**src/design/css_pkg.sv**
```systemverilog
// ----------------------------------------------------------------------------
// css_pkg
// Shared types and constants for the CPU schedule simulator.
// ----------------------------------------------------------------------------
`timescale 1ns / 1ps
package css_pkg;
	localparam int MaxTasks = 32;
	localparam int IdxW     = $clog2(MaxTasks);
	localparam int CntW     = $clog2(MaxTasks + 1);
	localparam int TimeW    = 22;

	typedef enum logic [1:0] {
		POL_FCFS = 2'd0,
		POL_SJF  = 2'd1,
		POL_STCF = 2'd2,
		POL_RSVD = 2'd3
	} policy_t;

	typedef enum logic [3:0] {
		ST_LOAD,
		ST_INIT,
		ST_SCAN,
		ST_PICK,
		ST_IDLEJMP,
		ST_RUN,
		ST_RSCAN,
		ST_ADV,
		ST_EMIT,
		ST_WAITOUT
	} state_t;

	// controller -> datapath
	typedef struct packed {
		logic load;        // store input word
		logic init_copy;   // copy burst to remaining at scan index
		logic scan_clr;    // clear scan accumulators
		logic scan_step;   // evaluate entry at scan index
		logic idle_jump;   // clock to earliest pending arrival
		logic seed;        // align clock to selected arrival, seed run length
		logic rscan_step;  // next-arrival scan for STCF
		logic advance;     // run selected task
		logic emit;        // load output register
		logic idx_clr;
		logic idx_inc;
		logic batch_clr;
	} css_cmd_t;

	// datapath -> controller
	typedef struct packed {
		logic idx_last;     // scan index is last stored task
		logic have_sel;     // a task was selected
		logic sel_done;     // selected task finishes on this run
		logic all_done;
		logic empty;        // no tasks stored
		logic out_busy;     // output register holds a word
	} css_stat_t;
endpackage

```
**src/design/css_ctrl.sv**
```systemverilog
// ----------------------------------------------------------------------------
// css_ctrl
// Sequencer: load, then scan-select / run loop, one result per completion.
// ----------------------------------------------------------------------------
`timescale 1ns / 1ps
module css_ctrl
	import css_pkg::*;
(
	input  logic      clk,
	input  logic      arst_n,
	input  logic      in_valid,
	input  logic      in_last,
	output logic      in_ready,
	input  css_stat_t stat,
	output css_cmd_t  cmd
);
	state_t state_q, state_d;
	logic   jumped_q, jumped_d;

	always_ff @(posedge clk or negedge arst_n) begin
		if (!arst_n) begin
			state_q  <= ST_LOAD;
			jumped_q <= 1'b0;
		end else begin
			state_q  <= state_d;
			jumped_q <= jumped_d;
		end
	end

	always_comb begin
		state_d  = state_q;
		jumped_d = jumped_q;
		cmd      = '0;
		in_ready = 1'b0;
		unique case (state_q)
			ST_LOAD: begin
				in_ready = 1'b1;
				if (in_valid) begin
					cmd.load = 1'b1;
					if (in_last) begin
						cmd.idx_clr = 1'b1;
						state_d     = ST_INIT;
					end
				end
			end
			ST_INIT: begin
				if (stat.empty) begin
					cmd.batch_clr = 1'b1;
					state_d       = ST_LOAD;
				end else begin
					cmd.init_copy = 1'b1;
					cmd.idx_inc   = 1'b1;
					if (stat.idx_last) begin
						cmd.idx_clr  = 1'b1;
						cmd.scan_clr = 1'b1;
						jumped_d     = 1'b0;
						state_d      = ST_SCAN;
					end
				end
			end
			ST_SCAN: begin
				cmd.scan_step = 1'b1;
				cmd.idx_inc   = 1'b1;
				if (stat.idx_last) begin
					cmd.idx_clr = 1'b1;
					state_d     = ST_PICK;
				end
			end
			ST_PICK: begin
				if (stat.have_sel) begin
					cmd.scan_clr = 1'b1;
					cmd.seed     = 1'b1;
					state_d      = ST_RSCAN;
				end else if (!jumped_q) begin
					state_d = ST_IDLEJMP;
				end else begin
					state_d = ST_EMIT;
				end
			end
			ST_IDLEJMP: begin
				cmd.idle_jump = 1'b1;
				cmd.scan_clr  = 1'b1;
				jumped_d      = 1'b1;
				state_d       = ST_SCAN;
			end
			ST_RSCAN: begin
				cmd.rscan_step = 1'b1;
				cmd.idx_inc    = 1'b1;
				if (stat.idx_last) begin
					cmd.idx_clr = 1'b1;
					state_d     = ST_ADV;
				end
			end
			ST_ADV: begin
				cmd.advance = 1'b1;
				if (stat.sel_done) state_d = ST_EMIT;
				else begin
					cmd.scan_clr = 1'b1;
					jumped_d     = 1'b0;
					state_d      = ST_SCAN;
				end
			end
			ST_EMIT: begin
				if (!stat.out_busy) begin
					cmd.emit = 1'b1;
					state_d  = ST_WAITOUT;
				end
			end
			ST_WAITOUT: begin
				if (stat.all_done) begin
					cmd.batch_clr = 1'b1;
					state_d       = ST_LOAD;
				end else begin
					cmd.scan_clr = 1'b1;
					jumped_d     = 1'b0;
					state_d      = ST_SCAN;
				end
			end
			default: state_d = ST_LOAD;
		endcase
	end
endmodule

```
**src/design/css_datapath.sv**
```systemverilog
// ----------------------------------------------------------------------------
// css_datapath
// Task stores, selection scan, simulated clock and output register.
// ----------------------------------------------------------------------------
`timescale 1ns / 1ps
module css_datapath
	import css_pkg::*;
(
	input  logic              clk,
	input  logic              arst_n,
	input  css_cmd_t          cmd,
	output css_stat_t         stat,
	input  logic [1:0]        policy,
	input  logic [7:0]        task_id,
	input  logic [15:0]       arrival_time,
	input  logic [15:0]       burst_length,
	output logic              out_valid,
	input  logic              out_ready,
	output logic [7:0]        done_task_id,
	output logic [TimeW-1:0]  waiting_time,
	output logic [TimeW-1:0]  turnaround_time,
	output logic              last_result,
	output logic              overflow
);
	logic [7:0]  id_mem  [MaxTasks];
	logic [15:0] arr_mem [MaxTasks];
	logic [15:0] bur_mem [MaxTasks];
	logic [15:0] rem_mem [MaxTasks];

	logic [MaxTasks-1:0] fin_q;
	logic [CntW-1:0]     count_q;
	logic [CntW-1:0]     ndone_q;
	logic [IdxW-1:0]     idx_q;
	logic [TimeW-1:0]    clk_q;
	logic                drop_q;

	logic                sel_v_q;
	logic [IdxW-1:0]     sel_q;
	logic [15:0]         key_q;
	logic [15:0]         emin_q;   // earliest pending arrival
	logic [TimeW-1:0]    run_q;

	logic [15:0]  a_i, k_i;
	logic         elig;
	logic [1:0]   pol;
	logic [TimeW-1:0] a_ext, gap;

	assign pol   = (policy == POL_RSVD) ? POL_FCFS : policy;
	assign a_i   = arr_mem[idx_q];
	assign a_ext = TimeW'(a_i);
	assign gap   = a_ext - clk_q;

	always_comb begin
		elig = !fin_q[idx_q];
		if (pol == POL_FCFS) k_i = a_i;
		else begin
			if (a_ext > clk_q) elig = 1'b0;
			k_i = (pol == POL_SJF) ? bur_mem[idx_q] : rem_mem[idx_q];
		end
	end

	always_ff @(posedge clk) begin
		if (cmd.load && count_q < CntW'(MaxTasks)) begin
			id_mem[count_q[IdxW-1:0]]  <= task_id;
			arr_mem[count_q[IdxW-1:0]] <= arrival_time;
			bur_mem[count_q[IdxW-1:0]] <= burst_length;
		end
		if (cmd.init_copy) rem_mem[idx_q] <= bur_mem[idx_q];
		if (cmd.advance) rem_mem[sel_q] <= rem_mem[sel_q] - run_q[15:0];
		if (cmd.emit) begin
			done_task_id    <= id_mem[sel_q];
			turnaround_time <= clk_q - TimeW'(arr_mem[sel_q]);
			waiting_time    <= clk_q - TimeW'(arr_mem[sel_q]) - TimeW'(bur_mem[sel_q]);
			last_result     <= (ndone_q + 1'b1) == count_q;
			overflow        <= drop_q;
		end
	end

	always_ff @(posedge clk or negedge arst_n) begin
		if (!arst_n) begin
			fin_q      <= '0;
			count_q    <= '0;
			ndone_q    <= '0;
			idx_q      <= '0;
			clk_q      <= '0;
			drop_q     <= 1'b0;
			sel_v_q    <= 1'b0;
			sel_q      <= '0;
			key_q      <= '0;
			emin_q     <= '0;
			run_q      <= '0;
			out_valid  <= 1'b0;
		end else begin
			if (out_valid && out_ready) out_valid <= 1'b0;
			if (cmd.emit) begin
				out_valid    <= 1'b1;
				fin_q[sel_q] <= 1'b1;
				ndone_q      <= ndone_q + 1'b1;
			end
			if (cmd.load) begin
				if (count_q < CntW'(MaxTasks)) count_q <= count_q + 1'b1;
				else drop_q <= 1'b1;
			end
			if (cmd.idx_clr) idx_q <= '0;
			else if (cmd.idx_inc) idx_q <= idx_q + 1'b1;
			if (cmd.scan_clr) begin
				sel_v_q <= 1'b0;
				emin_q  <= 16'hFFFF;
			end
			if (cmd.scan_step) begin
				if (!fin_q[idx_q] && a_i < emin_q) emin_q <= a_i;
				if (elig && (!sel_v_q || k_i < key_q)) begin
					sel_v_q <= 1'b1;
					sel_q   <= idx_q;
					key_q   <= k_i;
				end
			end
			if (cmd.idle_jump) clk_q <= TimeW'(emin_q);
			if (cmd.seed) begin
				// align clock to arrival, seed run with remaining
				if (clk_q < TimeW'(arr_mem[sel_q])) clk_q <= TimeW'(arr_mem[sel_q]);
				run_q <= TimeW'(rem_mem[sel_q]);
			end
			if (cmd.rscan_step && pol == POL_STCF && !fin_q[idx_q] && a_ext > clk_q
					&& gap < run_q) begin
				run_q <= gap;
			end
			if (cmd.advance) clk_q <= clk_q + run_q;
			if (cmd.batch_clr) begin
				fin_q   <= '0;
				count_q <= '0;
				ndone_q <= '0;
				clk_q   <= '0;
				drop_q  <= 1'b0;
			end
		end
	end

	always_comb begin
		stat          = '0;
		stat.idx_last = (CntW'(idx_q) + 1'b1) >= count_q;
		stat.have_sel = sel_v_q;
		stat.sel_done = (TimeW'(rem_mem[sel_q]) == run_q);
		stat.all_done = ndone_q == count_q;
		stat.empty    = count_q == '0;
		stat.out_busy = out_valid;
	end
endmodule

```
**src/design/cpu_schedule_simulator.sv**
```systemverilog
// Sequence: after the last task word the bursts are copied to remaining; each
// completion passes scan, pick, run scan, advance, emit and step; an idle jump adds
// a jump and a rescan, an STCF preemption repeats scan to advance; a held output
// word delays emit. Throughput: one task word per cycle while loading; input is held
// off until the batch has emitted its last result.
// Reset: arst_n clears control, counts and policy (FCFS); stores are not reset.
// ----------------------------------------------------------------------------
// cpu_schedule_simulator
// FCFS / SJF / STCF single-CPU schedule simulator.
// ----------------------------------------------------------------------------
`timescale 1ns / 1ps
module cpu_schedule_simulator
	import css_pkg::*;
(
	input  logic             clk,
	input  logic             arst_n,
	input  logic             cfg_we,
	input  logic [1:0]       cfg_wdata,
	input  logic             in_valid,
	output logic             in_ready,
	input  logic [7:0]       task_id,
	input  logic [15:0]      arrival_time,
	input  logic [15:0]      burst_length,
	input  logic             last_task,
	output logic             out_valid,
	input  logic             out_ready,
	output logic [7:0]       done_task_id,
	output logic [TimeW-1:0] waiting_time,
	output logic [TimeW-1:0] turnaround_time,
	output logic             last_result,
	output logic             overflow
);
	logic [1:0] policy_q;
	css_cmd_t   cmd;
	css_stat_t  stat;

	// policy register; the user must write it only while idle, the block does not enforce this
	always_ff @(posedge clk or negedge arst_n) begin
		if (!arst_n) policy_q <= POL_FCFS;
		else if (cfg_we) policy_q <= cfg_wdata;
	end

	css_ctrl u_ctrl (
		.clk(clk), .arst_n(arst_n), .in_valid(in_valid), .in_last(last_task),
		.in_ready(in_ready), .stat(stat), .cmd(cmd)
	);

	css_datapath u_dp (
		.clk(clk), .arst_n(arst_n), .cmd(cmd), .stat(stat), .policy(policy_q),
		.task_id(task_id), .arrival_time(arrival_time), .burst_length(burst_length),
		.out_valid(out_valid), .out_ready(out_ready), .done_task_id(done_task_id),
		.waiting_time(waiting_time), .turnaround_time(turnaround_time),
		.last_result(last_result), .overflow(overflow)
	);
endmodule

```
**config.mk**
```make
export PLATFORM = sky130hd
export DESIGN_NAME = cpu_schedule_simulator
export DESIGN_NICKNAME = d
export VERILOG_FILES = /design/src/design/css_pkg.sv /design/src/design/css_ctrl.sv /design/src/design/css_datapath.sv /design/src/design/cpu_schedule_simulator.sv
export SDC_FILE = /design/constraint.sdc
export NUM_CORES = 2
export LEC_CHECK = 0
export CAP_MARGIN = 20
export CORE_MARGIN = 4
export CORE_UTILIZATION = 48
export DETAILED_ROUTE_END_ITERATION = 6
export DONT_BUFFER_PORTS = 1
export GPL_ROUTABILITY_DRIVEN = 0
export GPL_TIMING_DRIVEN = 0
export PLACE_DENSITY = 0.71
export SLEW_MARGIN = 10
export SYNTH_ARGS = -nofsm -noshare
export SYNTH_HDL_FRONTEND = slang
export SYNTH_SLANG_ARGS = --single-unit
export TNS_END_PERCENT = 1
```
**constraint.sdc**
```tcl
create_clock -name clk -period 17.74 [get_ports clk]
set_input_delay 4.435 -clock clk [delete_from_list [all_inputs] [get_ports clk]]
set_output_delay 4.435 -clock clk [all_outputs]
set_load 0.05 [all_outputs]
```
Word-level counts from Yosys, hierarchy flattened
Memory sizes are Yosys's and may differ from the RTL's. A register that Yosys moved wholly into a read port is not among the register bits.
Cells that the tools add are included.
W data, S select, Z words.
- bits in registers: 186
- bits in latches: 0
- bits in writable memories: 1792
- bits in read-only memories: 0
- input bits: 48
- output and inout bits: 56
- word-level logic and storage cells: 184
- memories kept: 4
- $add $sub $neg: 9
- $mul: 0
- divide/modulo/power cells: 0
- $lt $le $gt $ge: 10
- eq/ne operators: 25
- shift operators: 0
- muxes and demuxes: 87
- bitwise logic cells: 1
- reductions and logical operators: 29
- memory list (memory ; words ; bits a word ; read ports ; clocked after Yosys merged registers in ; wr ports ; line ; text):
    u_dp.arr_mem ; 32 ; 16 ; 2 ; 0 ; 1 ; css_datapath.sv:26 ; logic [15:0] arr_mem [MaxTasks];
    u_dp.bur_mem ; 32 ; 16 ; 2 ; 0 ; 1 ; css_datapath.sv:27 ; logic [15:0] bur_mem [MaxTasks];
    u_dp.rem_mem ; 32 ; 16 ; 2 ; 0 ; 1 ; css_datapath.sv:28 ; logic [15:0] rem_mem [MaxTasks];
    u_dp.id_mem ; 32 ; 8 ; 1 ; 1 ; 1 ; css_datapath.sv:25 ; logic [7:0] id_mem [MaxTasks];
- operator list (operator ; count):
    $mux W22 ; 7
    $mux W16 ; 6
    $mux W32 ; 2
    $sub A22 B16 Y22 ; 2
    $mux W1 ; 42
    $mux W4 ; 10
    $pmux W4 S9 ; 1
    $lt A16 B16 Y1 ; 2
    $or A32 B32 Y32 ; 1
    $mux W6 ; 5
    $add A22 B22 Y22 ; 1
    $eq A16 B22 Y1 ; 1
    $gt A16 B22 Y1 ; 1
    $lt A22 B16 Y1 ; 1
    $lt A22 B22 Y1 ; 1
    $sub A16 B22 Y22 ; 1
    $ne A2 B2 Y1 const B ; 10
    $reduce_or A16 Y1 ; 1
    $sub A16 B16 Y16 ; 1
    $mux W5 ; 3
    $add A6 B1 Y6 const B ; 2
    $eq A4 B3 Y1 const B ; 3
    $eq A6 B6 Y1 ; 2
    $lt A5 B6 Y1 const B ; 2
    30 further kinds ; 53

Logic depth before layout (Yosys ltp)
- depth in word-level cells: 10
- depth in mapped cells: 32

Cells and area by module
From an unflattened synthesis, not the netlist that was laid out.
- cell total of the unflattened synthesis: 6418
- area total of the unflattened synthesis: 98788.5 µm²
- by module, submodules not included (module ; times used ; cells an instance ; area each (µm²) ; seq. area each (µm²)):
    css_datapath ; 1 ; 6354 ; 98201.7 ; 58761.4
    css_ctrl ; 1 ; 60 ; 514.2 ; 125.1
    cpu_schedule_simulator ; 1 ; 4 ; 72.6 ; 50.0

Worst setup path after synthesis
OpenSTA, ideal clock, no wires.
- path type: input-to-reg
- start: input port in_valid
- end: memory u_dp.arr_mem[15][0] (enable)
- library setup time: 0.439 ns
- data arrival time: 6.966 ns
- setup slack: 10.335 ns
- stages on the path: 4
- cell sequence: nand2_1 nor2_1 nand2_1 nor2_1
- cells in the longest elaborated chain, start to end: 5
- RTL lines (element ; line ; text):
    start: declaration ; cpu_schedule_simulator.sv:19 ; input logic in_valid,
    $mux W1 ; css_ctrl.sv:38 ; if (in_valid) begin
    $mux W1 ; css_ctrl.sv:35 ; unique case (state_q)
    $logic_and A1 B1 Y1 ; css_datapath.sv:63 ; if (cmd.load && count_q < CntW'(MaxTasks)) begin
    $mux W1 ; css_datapath.sv:63 ;
    $mux W1 (not written as such) ; css_datapath.sv:65 ; arr_mem[count_q[IdxW-1:0]] <= arrival_time;
    end: declaration ; css_datapath.sv:26 ;
No other way between the ends.

Worst setup path in the final report
- start: register u_dp.idx_q[1]
- end: register u_dp.run_q[5]
- cells in the longest elaborated chain, start to end: 7
- elaborated cells between the ends (all ways): 12
- RTL lines (element ; line ; text):
    start: declaration ; css_datapath.sv:33 ; logic [IdxW-1:0] idx_q;
    start signal: assignment ; css_datapath.sv:105 ; else if (cmd.idx_inc) idx_q <= idx_q + 1'b1;
    parallel branches: the longest is 7 deep, another holds $sub A16 B22 Y22 ; n/a ;
    end signal: assignment ; css_datapath.sv:122 ; run_q <= TimeW'(rem_mem[sel_q]);
    end signal: assignment ; css_datapath.sv:126 ; run_q <= gap;
    end: declaration ; css_datapath.sv:41 ; logic [TimeW-1:0] run_q;
Parallel ways; which one is timed is not known. The select of a mux whose other input is x is not followed.
A chain may end at the register's enable or synchronous reset.

==> results.json <==
{
  "hold_class": "reg -> reg",
  "cts_root_buf": "clkbuf_16",
  "final_layout_size_suffix_gt1_frac": 0.274,
  "final_common_cell": "edfxtp_1",
  "post-cts-setup-buffers": 0,
  "skew_ps": 70.6,
  "drt_iter0_markers": 12017,
  "clockBufferDepth": 3,
  "die_width_microns": 450,
  "area_delta_synth_final_pct": 14.2,
  "min_to": "u_dp.overflow$_DFFE_PP_",
  "syn_area_sq_um": 93700,
  "ys_seq_elements": 1986,
  "ys_seq_area_frac": 0.629,
  "fin_nets": 5854,
  "worstSetupStartpoint": "u_dp.idx_q[1]$_DFFE_PN0P_",
  "first_pass_iters": 7,
  "postSynthAreaPerCell_sq_um": 17.8,
  "reg2reg_setup_slack_ps": 8170,
  "num_rows": 161,
  "cts.clk_slew.worst_paths_ps": 60,
  "setup_violations": 0,
  "timing.fmax_ghz": 0.105,
  "cp_data_arrival_time_ps": 10300,
  "drc": 12,
  "final_util": 0.554,
  "rsz0062_at_grt": "no",
  "fp.dieH_microns": 450,
  "post_cts_resized": 0,
  "routed_wirelength_mm": 339,
  "via_per_inst": 7.39,
  "ys.flop_type": "edfxtp_1",
  "yosys.area.top_type_share": 0.591,
  "power.density_cell_area_nw_per_um2": 200,
  "dpl.hpwl_mm": 237,
  "cts_num_sinks": 1986,
  "io-pin-count": 104,
  "synth-async-reset-ratio": 0.0705,
  "leakagePower_nw": 35.1,
  "fin_tns_setup_ps": 0,
  "tightest_slew_ps": 1430,
  "synthCells": 5257,
  "grt.overflow.total": 0,
  "gr-usage-all-layers": 0.330,
  "rr_worst_depth": 28,
  "syn_nets": 5462,
  "layout_common_cells": "edfxtp_1, mux4_2, clkbuf_1, a22oi_1, clkbuf_16",
  "whs_path_depth": 0,
  "violations": "design-rule violations",
  "wl_per_cell_microns": 40.6,
  "die_area_sq_um": 202000,
  "grt_pass1_vias": 59881,
  "hold_buffers": 0,
  "start_util": 0.485,
  "drv_cap": 0,
  "ir_drop_mv": 0.178,
  "coreArea_sq_um": 193000,
  "fin_crit_sh": 0.539,
  "slew_violations": 0,
  "ant_nets": 0,
  "synthTopCellsByArea": "edfxtp_1, mux4_2, dfrtp_1",
  "crit_path_end_kind": "flip-flop",
  "cp_max_fo": 10,
  "synth_edf_count": 1846,
  "critPathRequiredTime_ps": 18470,
  "yosys.area.top_type": "edfxtp_1",
  "cp-start-kind": "flip-flop",
  "grt_pass1_wl_mm": 467,
  "rr_startpoint": "u_dp.idx_q[1]$_DFFE_PN0P_",
  "grt_max_degree": 141,
  "cts_tree": "yes",
  "hp-start": "u_dp.drop_q$_DFFE_PN0P_",
  "reg2reg_to": "u_dp.run_q[5]$_DFFE_PN0P_",
  "crit_type": "reg -> reg",
  "grt_antenna_before_repair": 10,
  "htreeDepth": 4,
  "slew_headroom": 0.0455,
  "synth_cell_types": 82,
  "finalHoldViolCount": 0,
  "port_buffers": 0,
  "cts-buffers-inserted": 202,
  "vias": 61715,
  "status": "complete, but fails checks",
  "yosys_warnings": 0,
  "slowest_stage": "clkbuf_1",
  "critical-path-max-stage-delay_ps": 900,
  "period_needed_ps": 9570,
  "cp_common_cell": "buf_2",
  "clkLatencyLatePin_ps": 880
}
[state kept, by name, indices dropped and copies added (netlist names), 16 cells and up]
| signal | flops |
|---|---|
| u_dp.id_mem | 256 |
| u_dp.run_q | 22 |
| u_dp.bur_mem | 512 |
| u_dp.clk_q | 22 |
| u_dp.turnaround_time | 22 |
| u_dp.key_q | 16 |
| u_dp.fin_q | 32 |
| u_dp.arr_mem | 512 |
| u_dp.waiting_time | 22 |
| u_dp.emin_q | 16 |
| u_dp.rem_mem | 512 |
[per-layer routing]
| layer | GRT usage | routed length (microns) |
|---|---|---|
| met5 | 0.00971 | 444 |
| met4 | 0.183 | 23500 |
| met3 | 0.156 | 60000 |
| met2 | 0.474 | 145000 |
| met1 | 0.414 | 110000 |
[through the flow]
step | setup slack [ps] | instance area, sq um | std cells | power (mW) | hold WS, ps
3_3_place_gp | 6700 | 96900 | 7783 | 16.2 | 440
6_report | 8170 | 107000 | 8346 | 21.4 | 481
2_1_floorplan | 10340 | 93700 | 5257 | 12.7 | 425
4_1_cts | 8350 | 107000 | 8319 | 20.9 | 480
3_5_place_dp | 8390 | 100000 | 7947 | 16.7 | 464
5_1_grt | 8180 | 107000 | 8344 | 22.1 | 484
[critical path: cells and delay by family (launching register included)]
family	cells	cell delay, ps
XOR/XNOR	1	240
AND/OR/NAND/NOR	5	710
AO/OA/AOI/OAI	12	3480
adder cells (fa/ha/maj)	2	560
buffers and inverters	8	4040
flip-flops	1	340
[Yosys cell counts (7+ instances only)]
master and n:
a221oi_1 49, a21oi_1 178, dfrtp_1 140, ha_1 152, inv_1 117, and3_1 13, a22oi_1 223, nand2b_1 18
mux4_2 806, o21ai_0 82, buf_4 17, nand3_1 70, nor4_1 23, mux2i_1 168, o21bai_1 8, a22o_1 64
nor2b_1 23, mux2_4 19, o21a_1 13, clkbuf_1 201, mux2_2 38, o31ai_1 7, nand2_1 104, and4_1 21
buf_1 38, a221o_1 13, xnor2_1 68, nor3_1 37, a211oi_1 33, buf_2 79, or3_1 12, o211ai_1 41
and2_1 27, buf_6 16, nor2_1 249, nand4_1 39, a31oi_1 17, edfxtp_1 1846, xor2_1 35, a21o_1 48
a2bb2oi_2 10
[cells by family after synthesis]
group	synth area share
mux	0.219
simple gates	0.0349
buf+inv	0.0226
flops	0.629
fa+ha+maj	0.0214
compound gates	0.0634
xor+xnor	0.00962
[final cells by class]
class / count / area (sq um)
fillers: 14397 / 86300
plain buffers: 355 / 1690
diodes: 3 / 7.51
clock buffers: 264 / 5480
clock inverters: 108 / 1110
inverters: 120 / 453
flip-flops and latches: 1986 / 58900
multi-input cells: 2796 / 33300
repair buffers: 188 / 2970
well taps: 2526 / 3160
[power breakdown]
group | internal [mW] | switching [mW] | total [mW] | leakage (nW)
Combinational | 4.19 | 6.84 | 11.0 | 13.5
Sequential | 5.89 | 0.216 | 6.11 | 18.3
Clock | 2.44 | 1.87 | 4.31 | 3.21
Total | 12.5 | 8.92 | 21.4 | 35.1
[worst max path at each step]
stage                                          to  slack (ps)
finish                  u_dp.run_q[5]$_DFFE_PN0P_        8170
global route            u_dp.run_q[5]$_DFFE_PN0P_        8180
CTS                    u_dp.run_q[13]$_DFFE_PN0P_        8350
detailed placement      u_dp.run_q[8]$_DFFE_PN0P_        8390
global placement     u_dp.arr_mem[5][6]$_DFFE_PP_        6700
floorplan           u_dp.arr_mem[15][0]$_DFFE_PP_       10340
No activity file was read; power rests on OpenSTA's default activity.
